--- src/rtl/cwi_pkg.sv ---
// ----------------------------------------------------------------------------
// cwi_pkg
// Shared types and constants for the climate window indicator.
// ----------------------------------------------------------------------------
`default_nettype none

package cwi_pkg;

	typedef enum logic [1:0] {
		COL_GREEN = 2'd0,
		COL_BLUE  = 2'd1,
		COL_RED   = 2'd2
	} colour_t;

	typedef enum logic [1:0] {
		ST_WITHIN = 2'd0,
		ST_HIGH   = 2'd1,
		ST_LOW    = 2'd2
	} status_t;

	typedef enum logic [2:0] {
		M_IDLE = 3'd0,
		M_MINT = 3'd1,
		M_MAXT = 3'd2,
		M_MINH = 3'd3,
		M_MAXH = 3'd4
	} mode_t;

	typedef enum logic [2:0] {
		R_COLOUR_HOLD   = 3'd0,
		R_PRESS_HOLDOFF = 3'd1,
		R_TEMP_FLOOR    = 3'd2,
		R_TEMP_CEILING  = 3'd3,
		R_HUMID_FLOOR   = 3'd4,
		R_HUMID_CEILING = 3'd5
	} reg_idx_t;

	localparam int unsigned IDX_W  = 3;
	localparam int unsigned WDATA_W = 16;
	localparam int unsigned IN_W   = 64;
	localparam int unsigned OUT_W  = 48;

	localparam logic [15:0] RST_COLOUR_HOLD   = 16'd500;
	localparam logic [15:0] RST_PRESS_HOLDOFF = 16'd500;
	localparam logic [7:0]  RST_TEMP_FLOOR    = 8'd5;
	localparam logic [7:0]  RST_TEMP_CEILING  = 8'd30;
	localparam logic [6:0]  RST_HUMID_FLOOR   = 7'd0;
	localparam logic [6:0]  RST_HUMID_CEILING = 7'd100;
	localparam logic [7:0]  RST_MIN_TEMP      = 8'd15;
	localparam logic [7:0]  RST_MAX_TEMP      = 8'd22;
	localparam logic [6:0]  RST_MIN_HUMID     = 7'd30;
	localparam logic [6:0]  RST_MAX_HUMID     = 7'd80;

	typedef struct packed {
		logic [15:0] colour_hold;
		logic [15:0] press_holdoff;
		logic [7:0]  temp_floor;
		logic [7:0]  temp_ceiling;
		logic [6:0]  humid_floor;
		logic [6:0]  humid_ceiling;
	} cfg_t;

	// temperature limits are two's complement
	typedef struct packed {
		logic [7:0] min_t;
		logic [7:0] max_t;
		logic [6:0] min_h;
		logic [6:0] max_h;
	} limits_t;

	typedef struct packed {
		logic [15:0] knob;
		logic        button;
		logic [6:0]  humid;
		logic [7:0]  temp;
		logic [31:0] now;
	} item_t;

	typedef struct packed {
		logic [6:0] max_h;
		logic [6:0] min_h;
		logic [7:0] max_t;
		logic [7:0] min_t;
		logic [7:0] load_value;
		logic       load;
		mode_t      mode;
		status_t    humid_status;
		status_t    temp_status;
		colour_t    colour;
	} result_t;

	function automatic logic elapsed(input logic [31:0] now, input logic [31:0] since,
			input logic [15:0] need);
		logic [31:0] diff;
		diff = now - since;
		return diff >= {16'd0, need};
	endfunction

endpackage

`default_nettype wire

--- src/rtl/cwi_colour.sv ---
// ----------------------------------------------------------------------------
// cwi_colour
// Indicator colour with minimum hold time, plus window statuses.
// ----------------------------------------------------------------------------
`default_nettype none

module cwi_colour (
	input  wire logic            clk,
	input  wire logic            arst_n,
	input  wire logic            adv,
	input  wire logic [15:0]     colour_hold,
	input  wire cwi_pkg::item_t  item,
	input  wire cwi_pkg::limits_t lim,
	output cwi_pkg::colour_t     colour_nxt,
	output cwi_pkg::status_t     temp_status,
	output cwi_pkg::status_t     humid_status
);

	cwi_pkg::colour_t colour_q;
	logic [31:0]      changed_at_q;
	cwi_pkg::colour_t want;
	logic             h_bad, t_bad, t_hi, t_lo, h_hi, h_lo;

	always_comb begin
		t_hi  = $signed(item.temp) > $signed(lim.max_t);
		t_lo  = $signed(item.temp) < $signed(lim.min_t);
		h_hi  = item.humid > lim.max_h;
		h_lo  = item.humid < lim.min_h;
		t_bad = t_hi | t_lo;
		h_bad = h_hi | h_lo;

		want = colour_q;
		case (colour_q)
			cwi_pkg::COL_BLUE: begin
				if (!h_bad) want = cwi_pkg::COL_GREEN;
				else if (t_bad) want = cwi_pkg::COL_RED;
			end
			cwi_pkg::COL_RED: begin
				if (!t_bad) want = cwi_pkg::COL_GREEN;
				else if (h_bad) want = cwi_pkg::COL_BLUE;
			end
			default: begin
				if (h_bad) want = cwi_pkg::COL_BLUE;
				else if (t_bad) want = cwi_pkg::COL_RED;
				else want = cwi_pkg::COL_GREEN;
			end
		endcase

		colour_nxt = cwi_pkg::elapsed(item.now, changed_at_q, colour_hold) ? want : colour_q;

		if (t_hi) temp_status = cwi_pkg::ST_HIGH;
		else if (t_lo) temp_status = cwi_pkg::ST_LOW;
		else temp_status = cwi_pkg::ST_WITHIN;

		if (h_hi) humid_status = cwi_pkg::ST_HIGH;
		else if (h_lo) humid_status = cwi_pkg::ST_LOW;
		else humid_status = cwi_pkg::ST_WITHIN;
	end

	always_ff @(posedge clk or negedge arst_n) begin
		if (!arst_n) begin
			colour_q     <= cwi_pkg::COL_GREEN;
			changed_at_q <= '0;
		end else if (adv) begin
			colour_q <= colour_nxt;
			if (colour_nxt != colour_q) changed_at_q <= item.now;
		end
	end

endmodule

`default_nettype wire

--- src/rtl/cwi_editor.sv ---
// ----------------------------------------------------------------------------
// cwi_editor
// Five-mode limit editor driven by the button and the encoder count.
// ----------------------------------------------------------------------------
`default_nettype none

module cwi_editor (
	input  wire logic             clk,
	input  wire logic             arst_n,
	input  wire logic             adv,
	input  wire cwi_pkg::cfg_t    cfg,
	input  wire cwi_pkg::item_t   item,
	output cwi_pkg::limits_t      lim_q,
	output cwi_pkg::limits_t      lim_nxt,
	output cwi_pkg::mode_t        mode_nxt,
	output logic                  load,
	output logic [7:0]            load_value
);

	typedef struct packed {
		logic [15:0] val;
		logic        load;
	} follow_t;

	cwi_pkg::mode_t mode_q;
	logic [31:0]    press_at_q;
	logic           press_ok;
	follow_t        f;

	// limit takes the count; ceiling check first, then lower bound
	function automatic follow_t follow(input logic [15:0] limit, input logic [15:0] count,
			input logic [15:0] upper, input logic [15:0] lower);
		follow_t r;
		r.val  = limit;
		r.load = 1'b0;
		if (limit != count) begin
			r.val = count;
			if ($signed(count) >= $signed(upper)) begin
				r.val  = upper;
				r.load = 1'b1;
			end else if ($signed(count) <= $signed(lower)) begin
				r.val  = lower;
				r.load = 1'b1;
			end
		end
		return r;
	endfunction

	always_comb begin
		press_ok   = item.button & cwi_pkg::elapsed(item.now, press_at_q, cfg.press_holdoff);
		lim_nxt    = lim_q;
		mode_nxt   = mode_q;
		load       = 1'b0;
		load_value = '0;
		f          = '0;

		if (item.button) begin
			if (press_ok) begin
				load = 1'b1;
				unique case (mode_q)
					cwi_pkg::M_MINT: begin
						mode_nxt   = cwi_pkg::M_MAXT;
						load_value = lim_q.max_t;
					end
					cwi_pkg::M_MAXT: begin
						mode_nxt   = cwi_pkg::M_MINH;
						load_value = {1'b0, lim_q.min_h};
					end
					cwi_pkg::M_MINH: begin
						mode_nxt   = cwi_pkg::M_MAXH;
						load_value = {1'b0, lim_q.max_h};
					end
					default: begin
						mode_nxt   = cwi_pkg::M_MINT;
						load_value = lim_q.min_t;
					end
				endcase
			end
		end else begin
			unique case (mode_q)
				cwi_pkg::M_MINT: begin
					f = follow({{8{lim_q.min_t[7]}}, lim_q.min_t}, item.knob,
						{{8{cfg.temp_ceiling[7]}}, cfg.temp_ceiling},
						{{8{cfg.temp_floor[7]}}, cfg.temp_floor});
					lim_nxt.min_t = f.val[7:0];
				end
				cwi_pkg::M_MAXT: begin
					f = follow({{8{lim_q.max_t[7]}}, lim_q.max_t}, item.knob,
						{{8{cfg.temp_ceiling[7]}}, cfg.temp_ceiling},
						{{8{lim_q.min_t[7]}}, lim_q.min_t});
					lim_nxt.max_t = f.val[7:0];
				end
				cwi_pkg::M_MINH: begin
					f = follow({9'd0, lim_q.min_h}, item.knob,
						{9'd0, cfg.humid_ceiling}, {9'd0, cfg.humid_floor});
					lim_nxt.min_h = f.val[6:0];
				end
				cwi_pkg::M_MAXH: begin
					f = follow({9'd0, lim_q.max_h}, item.knob,
						{9'd0, cfg.humid_ceiling}, {9'd0, lim_q.min_h});
					lim_nxt.max_h = f.val[6:0];
				end
				default: begin
					f = '0;
				end
			endcase
			load       = f.load;
			load_value = f.load ? f.val[7:0] : 8'd0;
		end
	end

	always_ff @(posedge clk or negedge arst_n) begin
		if (!arst_n) begin
			mode_q      <= cwi_pkg::M_IDLE;
			press_at_q  <= '0;
			lim_q.min_t <= cwi_pkg::RST_MIN_TEMP;
			lim_q.max_t <= cwi_pkg::RST_MAX_TEMP;
			lim_q.min_h <= cwi_pkg::RST_MIN_HUMID;
			lim_q.max_h <= cwi_pkg::RST_MAX_HUMID;
		end else if (adv) begin
			mode_q <= mode_nxt;
			lim_q  <= lim_nxt;
			if (press_ok) press_at_q <= item.now;
		end
	end

endmodule

`default_nettype wire

--- src/rtl/climate_window_indicator.sv ---
// ----------------------------------------------------------------------------
// climate_window_indicator
// Colour, window statuses and limit editor; one request per cycle unless stalled.
// ----------------------------------------------------------------------------
// Path: input register, combinational state update, result register.
// Throughput: one request per cycle; the state update between the two registers is
//   a single pass, so a new request enters every cycle unless the output stalls.
// Reset: state and config registers take their defaults, colour green, editor idle,
//   limits 15/22/30/80, both channels empty; data registers are not reset.
`default_nettype none

module climate_window_indicator (
	input  wire logic                        clk,
	input  wire logic                        arst_n,
	input  wire logic                        wr_en,
	input  wire logic [cwi_pkg::IDX_W-1:0]   wr_index,
	input  wire logic [cwi_pkg::WDATA_W-1:0] wr_data,
	input  wire logic                        s_axis_tvalid,
	output logic                             s_axis_tready,
	// now_ms[31:0], temp_reading[39:32], humid_reading[46:40], button_level[47],
	// knob_count[63:48]
	input  wire logic [cwi_pkg::IN_W-1:0]    s_axis_tdata,
	output logic                             m_axis_tvalid,
	input  wire logic                        m_axis_tready,
	// colour[1:0], temp_status[3:2], humid_status[5:4], edit_mode[8:6], knob_load[9],
	// knob_load_value[17:10], low_temp_limit[25:18], high_temp_limit[33:26],
	// low_humid_limit[40:34], high_humid_limit[47:41]
	output logic [cwi_pkg::OUT_W-1:0]        m_axis_tdata
);

	cwi_pkg::cfg_t    cfg_q;
	cwi_pkg::item_t   item_s1;
	logic             valid_s1;
	logic             adv;
	cwi_pkg::result_t res_q;
	logic             out_valid_q;

	cwi_pkg::limits_t lim_cur, lim_nxt;
	cwi_pkg::colour_t colour_nxt;
	cwi_pkg::status_t t_stat, h_stat;
	cwi_pkg::mode_t   mode_nxt;
	logic             load;
	logic [7:0]       load_value;

	assign adv           = valid_s1 & (~out_valid_q | m_axis_tready);
	assign s_axis_tready = ~valid_s1 | adv;
	assign m_axis_tvalid = out_valid_q;
	assign m_axis_tdata  = res_q;

	always_ff @(posedge clk or negedge arst_n) begin
		if (!arst_n) begin
			cfg_q.colour_hold   <= cwi_pkg::RST_COLOUR_HOLD;
			cfg_q.press_holdoff <= cwi_pkg::RST_PRESS_HOLDOFF;
			cfg_q.temp_floor    <= cwi_pkg::RST_TEMP_FLOOR;
			cfg_q.temp_ceiling  <= cwi_pkg::RST_TEMP_CEILING;
			cfg_q.humid_floor   <= cwi_pkg::RST_HUMID_FLOOR;
			cfg_q.humid_ceiling <= cwi_pkg::RST_HUMID_CEILING;
		end else if (wr_en) begin
			unique case (wr_index)
				cwi_pkg::R_COLOUR_HOLD:   cfg_q.colour_hold   <= wr_data;
				cwi_pkg::R_PRESS_HOLDOFF: cfg_q.press_holdoff <= wr_data;
				cwi_pkg::R_TEMP_FLOOR:    cfg_q.temp_floor    <= wr_data[7:0];
				cwi_pkg::R_TEMP_CEILING:  cfg_q.temp_ceiling  <= wr_data[7:0];
				cwi_pkg::R_HUMID_FLOOR:   cfg_q.humid_floor   <= wr_data[6:0];
				cwi_pkg::R_HUMID_CEILING: cfg_q.humid_ceiling <= wr_data[6:0];
				default: ;
			endcase
		end
	end

	always_ff @(posedge clk or negedge arst_n) begin
		if (!arst_n) begin
			valid_s1    <= 1'b0;
			out_valid_q <= 1'b0;
		end else begin
			if (s_axis_tready) valid_s1 <= s_axis_tvalid;
			if (adv) out_valid_q <= 1'b1;
			else if (m_axis_tready) out_valid_q <= 1'b0;
		end
	end

	always_ff @(posedge clk) begin
		if (s_axis_tvalid && s_axis_tready) item_s1 <= s_axis_tdata;
		if (adv) begin
			res_q.colour       <= colour_nxt;
			res_q.temp_status  <= t_stat;
			res_q.humid_status <= h_stat;
			res_q.mode         <= mode_nxt;
			res_q.load         <= load;
			res_q.load_value   <= load_value;
			res_q.min_t        <= lim_nxt.min_t;
			res_q.max_t        <= lim_nxt.max_t;
			res_q.min_h        <= lim_nxt.min_h;
			res_q.max_h        <= lim_nxt.max_h;
		end
	end

	cwi_colour u_colour (
		.clk          (clk),
		.arst_n       (arst_n),
		.adv          (adv),
		.colour_hold  (cfg_q.colour_hold),
		.item         (item_s1),
		.lim          (lim_cur),
		.colour_nxt   (colour_nxt),
		.temp_status  (t_stat),
		.humid_status (h_stat)
	);

	cwi_editor u_editor (
		.clk        (clk),
		.arst_n     (arst_n),
		.adv        (adv),
		.cfg        (cfg_q),
		.item       (item_s1),
		.lim_q      (lim_cur),
		.lim_nxt    (lim_nxt),
		.mode_nxt   (mode_nxt),
		.load       (load),
		.load_value (load_value)
	);

endmodule

`default_nettype wire

--- config.mk ---
export PLATFORM = sky130hd
export DESIGN_NAME = climate_window_indicator
export DESIGN_NICKNAME = d
export VERILOG_FILES = /design/src/rtl/cwi_pkg.sv /design/src/rtl/cwi_colour.sv /design/src/rtl/cwi_editor.sv /design/src/rtl/climate_window_indicator.sv
export SDC_FILE = /design/constraint.sdc
export NUM_CORES = 1
export LEC_CHECK = 0
export BUFFER_PORTS_ARGS = -buffer_cell sky130_fd_sc_hd__buf_4
export CAP_MARGIN = 15
export CORE_UTILIZATION = 60
export CTS_BUF_LIST = sky130_fd_sc_hd__clkbuf_16
export CTS_CLUSTER_DIAMETER = 120
export CTS_CLUSTER_SIZE = 12
export DETAILED_ROUTE_END_ITERATION = 6
export PLACE_DENSITY = 0.79
export SKIP_LAST_GASP = 1
export SYNTH_ARGS = -nofsm -noshare
export SYNTH_HDL_FRONTEND = slang
export SYNTH_SLANG_ARGS = --single-unit
--- constraint.sdc ---
create_clock -name clk -period 6.1 [get_ports clk]
set_input_delay 1.525 -clock clk [delete_from_list [all_inputs] [get_ports clk]]
set_output_delay 1.525 -clock clk [all_outputs]
set_load 0.01 [all_outputs]
Word level (Yosys, flattened, before mapping):

Index checks and enable logic that the tools add are counted.

* bits of input ports: 88
* register bits: 275

* eq/ne operators: 16
* add/sub/neg operators: 2
* reductions and logical operators: 11
* $lt $le $gt $ge: 12
* mux-type cells: 40
* bitwise gates (word level): 8

Operator list (number)
* 2-to-1 mux 9 bit: 13
* greater-or-equal comparator 32 x 16 -> 1 bit: 2
* <= comparator 16 x 8 -> 1 bit: 4
* subtractor 32 bit: 2
* 2-to-1 mux 8 bit: 5
* case mux 9 bit (4 select lines): 1
* greater-or-equal comparator 16 x 8 -> 1 bit: 2
* != test 16 bit: 2
* != test 7 x 16 -> 1 bit: 2
* 2-to-1 mux 30 bit: 1
* case mux 8 bit (3 select lines): 1
* 2-to-1 mux 2 bit: 9
* AND reduction 2 bit: 8
* 2-to-1 mux 7 bit: 2
* equality test 3 x 2 -> 1 bit, second input constant: 4
* equality test 3 bit, second input constant: 3
* case mux 3 bit (3 select lines): 1
* > comparator 8 bit: 1
* less-than comparator 8 bit: 1
* > comparator 7 bit: 1
* less-than comparator 7 bit: 1
* equality test 3 x 1 -> 1 bit, second input constant: 2
* 2-to-1 mux 3 bit: 2
* 2-to-1 mux 1 bit: 4
* other kinds (10): 15

Logic depth before layout (Yosys ltp):

* word-level depth: 8
* mapped depth: 26
* depth with buffers taken out: 23

Cells and area by module:

Synthesis repeated with hierarchy kept, for this count alone.

* cell total of the unflattened synthesis: 1939
* area, all modules: 19591.3 µm²

By module, submodules not included
* cwi_editor: cells an instance 1099, seq. area each 1642.8 µm², area each 8873.5 µm², instances 1
* climate_window_indicator: cells an instance 256, seq. area each 4991.0 µm², area each 5856.9 µm², instances 1
* cwi_colour: cells an instance 584, seq. area each 850.8 µm², area each 4860.9 µm², instances 1

Worst setup path before layout:

OpenSTA, ideal clock, no wires.

* path kind: reg-to-reg
* start: register item_s1[0] (netlist name)
* end: register u_editor.press_at_q[13]
* path slack: 1470 ps
* path buffers: 1
* data required time: 5973 ps
* clock period less this slack: 4630 ps
* library setup time: 127 ps
* arrival: 4502 ps
* stages on the path, launching flop included: 22
* cells stage by stage: edfxtp_1 -> inv_1 -> ha_1 -> inv_1 -> fa_1 -> a21o_1 -> a311o_1 -> a21oi_2 -> o31ai_1 -> xor2_1 -> ha_1 -> nand4_1 -> nor3_1 -> nor4b_1 -> or4_1 -> nor3_1 -> nand4_1 -> nor4_2 -> a41oi_4 -> nand2_8 -> buf_12 -> mux2_1

* word-level cells in the longest chain between the ends: 4

Ends and longest elaborated chain
* from (decl): line climate_window_indicator.sv:32 `cwi_pkg::item_t item_s1;`
* from (signal assigned): line climate_window_indicator.sv:83 `if (s_axis_tvalid && s_axis_tready) item_s1 <= s_axis_tdata;`
* subtractor 32 bit: line cwi_pkg.sv:95 `diff = now - since;`
* greater-or-equal comparator 32 x 16 -> 1 bit: line cwi_pkg.sv:96 `return diff >= {16'd0, need};`
* AND 1 bit: line cwi_editor.sv:50 `press_ok = item.button & cwi_pkg::elapsed(item.now, press_at_q, cfg.press_holdoff);`
* AND reduction 2 bit (no source line)
* to (signal assigned): line cwi_editor.sv:123 `if (press_ok) press_at_q <= item.now;`
* to (decl): line cwi_editor.sv:26 `logic [31:0] press_at_q;`

No other way between the ends.
A chain may end at the register's enable or synchronous reset.

Worst setup path in the final report:

* start: register item_s1[0] (netlist name)
* end: register u_editor.press_at_q[3]

The elaborated chain is that of the path after synthesis.

==> impl_metrics.ini <==
[run_status]
status = finished, final reports clean

[sta]
drv_slew = 0
whs_ps = 490.4
fin_skew_ps = 18.16
finalSetupViolations = 0
rsz0062_at_grt = no
finalCriticalPeriod_ps = 5519
period_share_pct = 90.48
setup_tns_ps = 0
finalHoldViolCount = 0
worst_slack_ps = 580.6
fmax_mhz = 181.2
max_slew.worst_pin.slew_ps = 1195
relSlewSlack_pct = 19.52

[clock_network]
clk-insertion-delay-late_ps = 550
numCtsBuffers = 26
root_buffer = clkbuf_16
clkTransAtPathRegs_ps = 70
cts_tree = done
hold_buffers = 0
clk_path_buf_depth = 3
h-tree-depth = 1
cts_resized = 0
cts.sinks = 275
post-cts-setup-buffers = 0

[setup_path]
endpoint_kind = flop
cp.arrival_ps = 5950
path_class = flop to flop
r2r_start = item_s1[0]
crit_required_ps = 6530
critPathCapture = u_editor.press_at_q[3]
r2r_end = u_editor.press_at_q[3]
cp-start-kind = flop
r2r_cells = 20
worstPathMaxFanout = 35
crit_start = item_s1[0]
r2r_setup_slack_ps = 580

[placed_design]
dp_cells = 2574
dpl_cell_area_sq_mm = 0.02089
portBuffers = 137
routabilityCongestion = 0.9940
dp_hpwl_microns = 42790
pre_cts_slack_ps = 696.2

[yosys]
async_flop_share_pct = 59.27
synth-edff-count = 112
yosysTopAreaCell = edfxtp_1
yosysSeqAreaShare_pct = 38.31
synth_warnings = 0
netlist_area_sq_mm = 0.01954
syn_area_per_cell_sq_um = 9.416
synthFlopType = dfrtp_1
synthCells = 2075
yosysTopAreaCellShare_pct = 17.21
postSynthNetCount = 2358
synth.distinct_cells = 96
synth.area.top_cells = edfxtp_1 17%, dfrtp_1 17%, ha_1 12%, a21oi_1 4.6%, dfstp_2 4.6%
ys_seq_elements = 275

[layout]
design_area_sq_mm = 0.02167
antenna_cells = 0
fin_cells = 2625
drive_above_1_share_pct = 15.07
fin_nets = 2453
post-route-util_pct = 68.15
syn_to_final_growth_pct = 10.93

[hold_path]
hold_class = flop to flop

[pwr]
p_sw_mw = 4.496
vdd_drop_max_mv = 0.3425
power_frac_comb_pct = 54.7
intPower_mw = 5.491
power.density_mw_per_mm2 = 460.9
totalPowerFinal_mw = 9.988
power.leakage_nw = 9.499
p_sw_share_pct = 45.02
pwr-share-seq_pct = 30.3
p_clk_share_pct = 15.1

[drt]
first_pass_iters = 6
ant_nets = 0
wl_per_cell_microns = 21.72
vias_per_cell = 6.402
num_vias = 16810
routed_wl_microns = 57010
drt-initial-drc-count = 1449
drc = 0

[floorplan]
core_area_sq_mm = 0.03180
dieArea_sq_mm = 0.03329
die_h_microns = 182.5
die_w_microns = 182.5
start_util_pct = 61.44
std_cell_rows = 65
ios = 138

[global_routing]
grt_max_degree = 83
grt_pass1_vias = 16390
overflow = 0
grt_pass1_wl_microns = 89780
grt_usage_pct = 34.32
antenna_found_initial = 0

[job]
drv_cap = 0
## flip-flops by register name, indices dropped and copies added, names as in the netlist
| name | flops |
|---|---|
| u_editor.press_at_q | 32 |
| u_editor.lim_q | 30 |
| valid_s1 | 1 |
| cfg_q | 62 |
| m_axis_tvalid | 1 |
| u_editor.mode_q | 3 |
| u_colour.changed_at_q | 32 |
| item_s1 | 64 |
| m_axis_tdata | 48 |
| u_colour.colour_q | 2 |
## cells in the final DEF (no fill, tap or decap), types with 8 or more instances in the layout
cell / instances
edfxtp_1: 112
xor2_1: 28
dfstp_2: 34
nor4_1: 14
o21ai_1: 26
a22oi_1: 9
clkbuf_16: 27
mux2i_1: 30
nand2_1: 155
a221o_1: 9
mux2_1: 10
o211ai_1: 12
dfrtp_1: 129
a211oi_1: 25
a21o_1: 41
xnor2_1: 23
a31oi_1: 58
nor2_1: 93
o21ai_0: 153
ha_1: 193
o221ai_1: 10
and3_1: 8
nand2b_1: 20
nand4_1: 40
o31ai_1: 12
mux2_2: 59
nor3_1: 25
inv_1: 204
or3_1: 10
and2_1: 13
nand3_1: 72
nor2b_1: 19
a21oi_1: 179
o21a_1: 28
mux2_4: 18
buf_4: 153
## logic make-up (layout without fill, tap and decap cells)
group / Yosys count / count (layout) / share of synthesized area [%]
AO/OA/AOI/OAI: 649 / 649 / 21.04
AND/OR/NAND/NOR: 513 / 513 / 13.21
flip-flops: 275 / 275 / 38.31
buffers and inverters: 275 / 390 / 5.693
adder cells (fa/ha/maj): 195 / 195 / 12.56
multiplexers: 117 / 117 / 6.897
XOR/XNOR: 51 / 51 / 2.286
## power groups by stage
stage	sequential (mW)	clock [mW]	combinational, mW
3_5_place_dp	3.03	0	5.32
4_1_cts	3.00	1.53	5.37
2_1_floorplan	2.88	0	3.85
3_3_place_gp	3.01	0	5.15
6_report	3.02	1.51	5.46
5_1_grt	3.07	1.59	6.01
## worst max-delay path, stage by stage, from the launching register on
cell and delay, ps:
edfxtp_1 410, inv_1 100, ha_1 180, inv_1 60, fa_1 410, a21o_1 220, a311o_1 430, a21oi_2 260
o31ai_1 130, xor2_1 170, ha_1 330, nand4_1 120, nor3_1 80, nor4b_1 150, or4_1 430, nor3_1 220
nand4_1 140, nor4_2 370, a41oi_4 370, nand2_8 410, mux2_2 390
## how the worst min path moves through the flow
stage          slack (ps)  cells past startpoint                     from                      end
2_1_floorplan         460                      1                 valid_s1            m_axis_tvalid
3_3_place_gp          460                      1                 valid_s1            m_axis_tvalid
3_5_place_dp          490                      1  u_editor.press_at_q[24]  u_editor.press_at_q[24]
4_1_cts               500                      1                 valid_s1            m_axis_tvalid
5_1_grt               530                      1   u_editor.press_at_q[7]   u_editor.press_at_q[7]
6_report              490                      1                 valid_s1            m_axis_tvalid
## synth_stat cells (41+ instances only)
library cell	count
a21o_1	41
ha_1	193
nand3_1	72
a31oi_1	58
a21oi_1	179
mux2_2	59
edfxtp_1	112
clkbuf_1	66
inv_1	183
nor2_1	93
o21ai_0	153
dfrtp_1	129
nand2_1	155
## layout make-up
| type | instances | area (sq um) |
|---|---|---|
| clock buffer | 27 | 675.6 |
| tap | 435 | 544.3 |
| inverter | 185 | 696.9 |
| timing repair buffer | 157 | 1199 |
| fill | 2520 | 10130 |
| clock inverter | 21 | 78.83 |
| multi-input combinational | 1525 | 10990 |
| sequential | 275 | 7485 |
## layer usage
layer	vias up	wire [microns]	GRT usage (%)
met5	-	0	0
met4	0	3155	17.68
met3	174	3280	3.053
met2	706	27120	58.11
met1	8070	23450	43.99
li1	7856	-	-
Power figures use the tool's default switching activity.
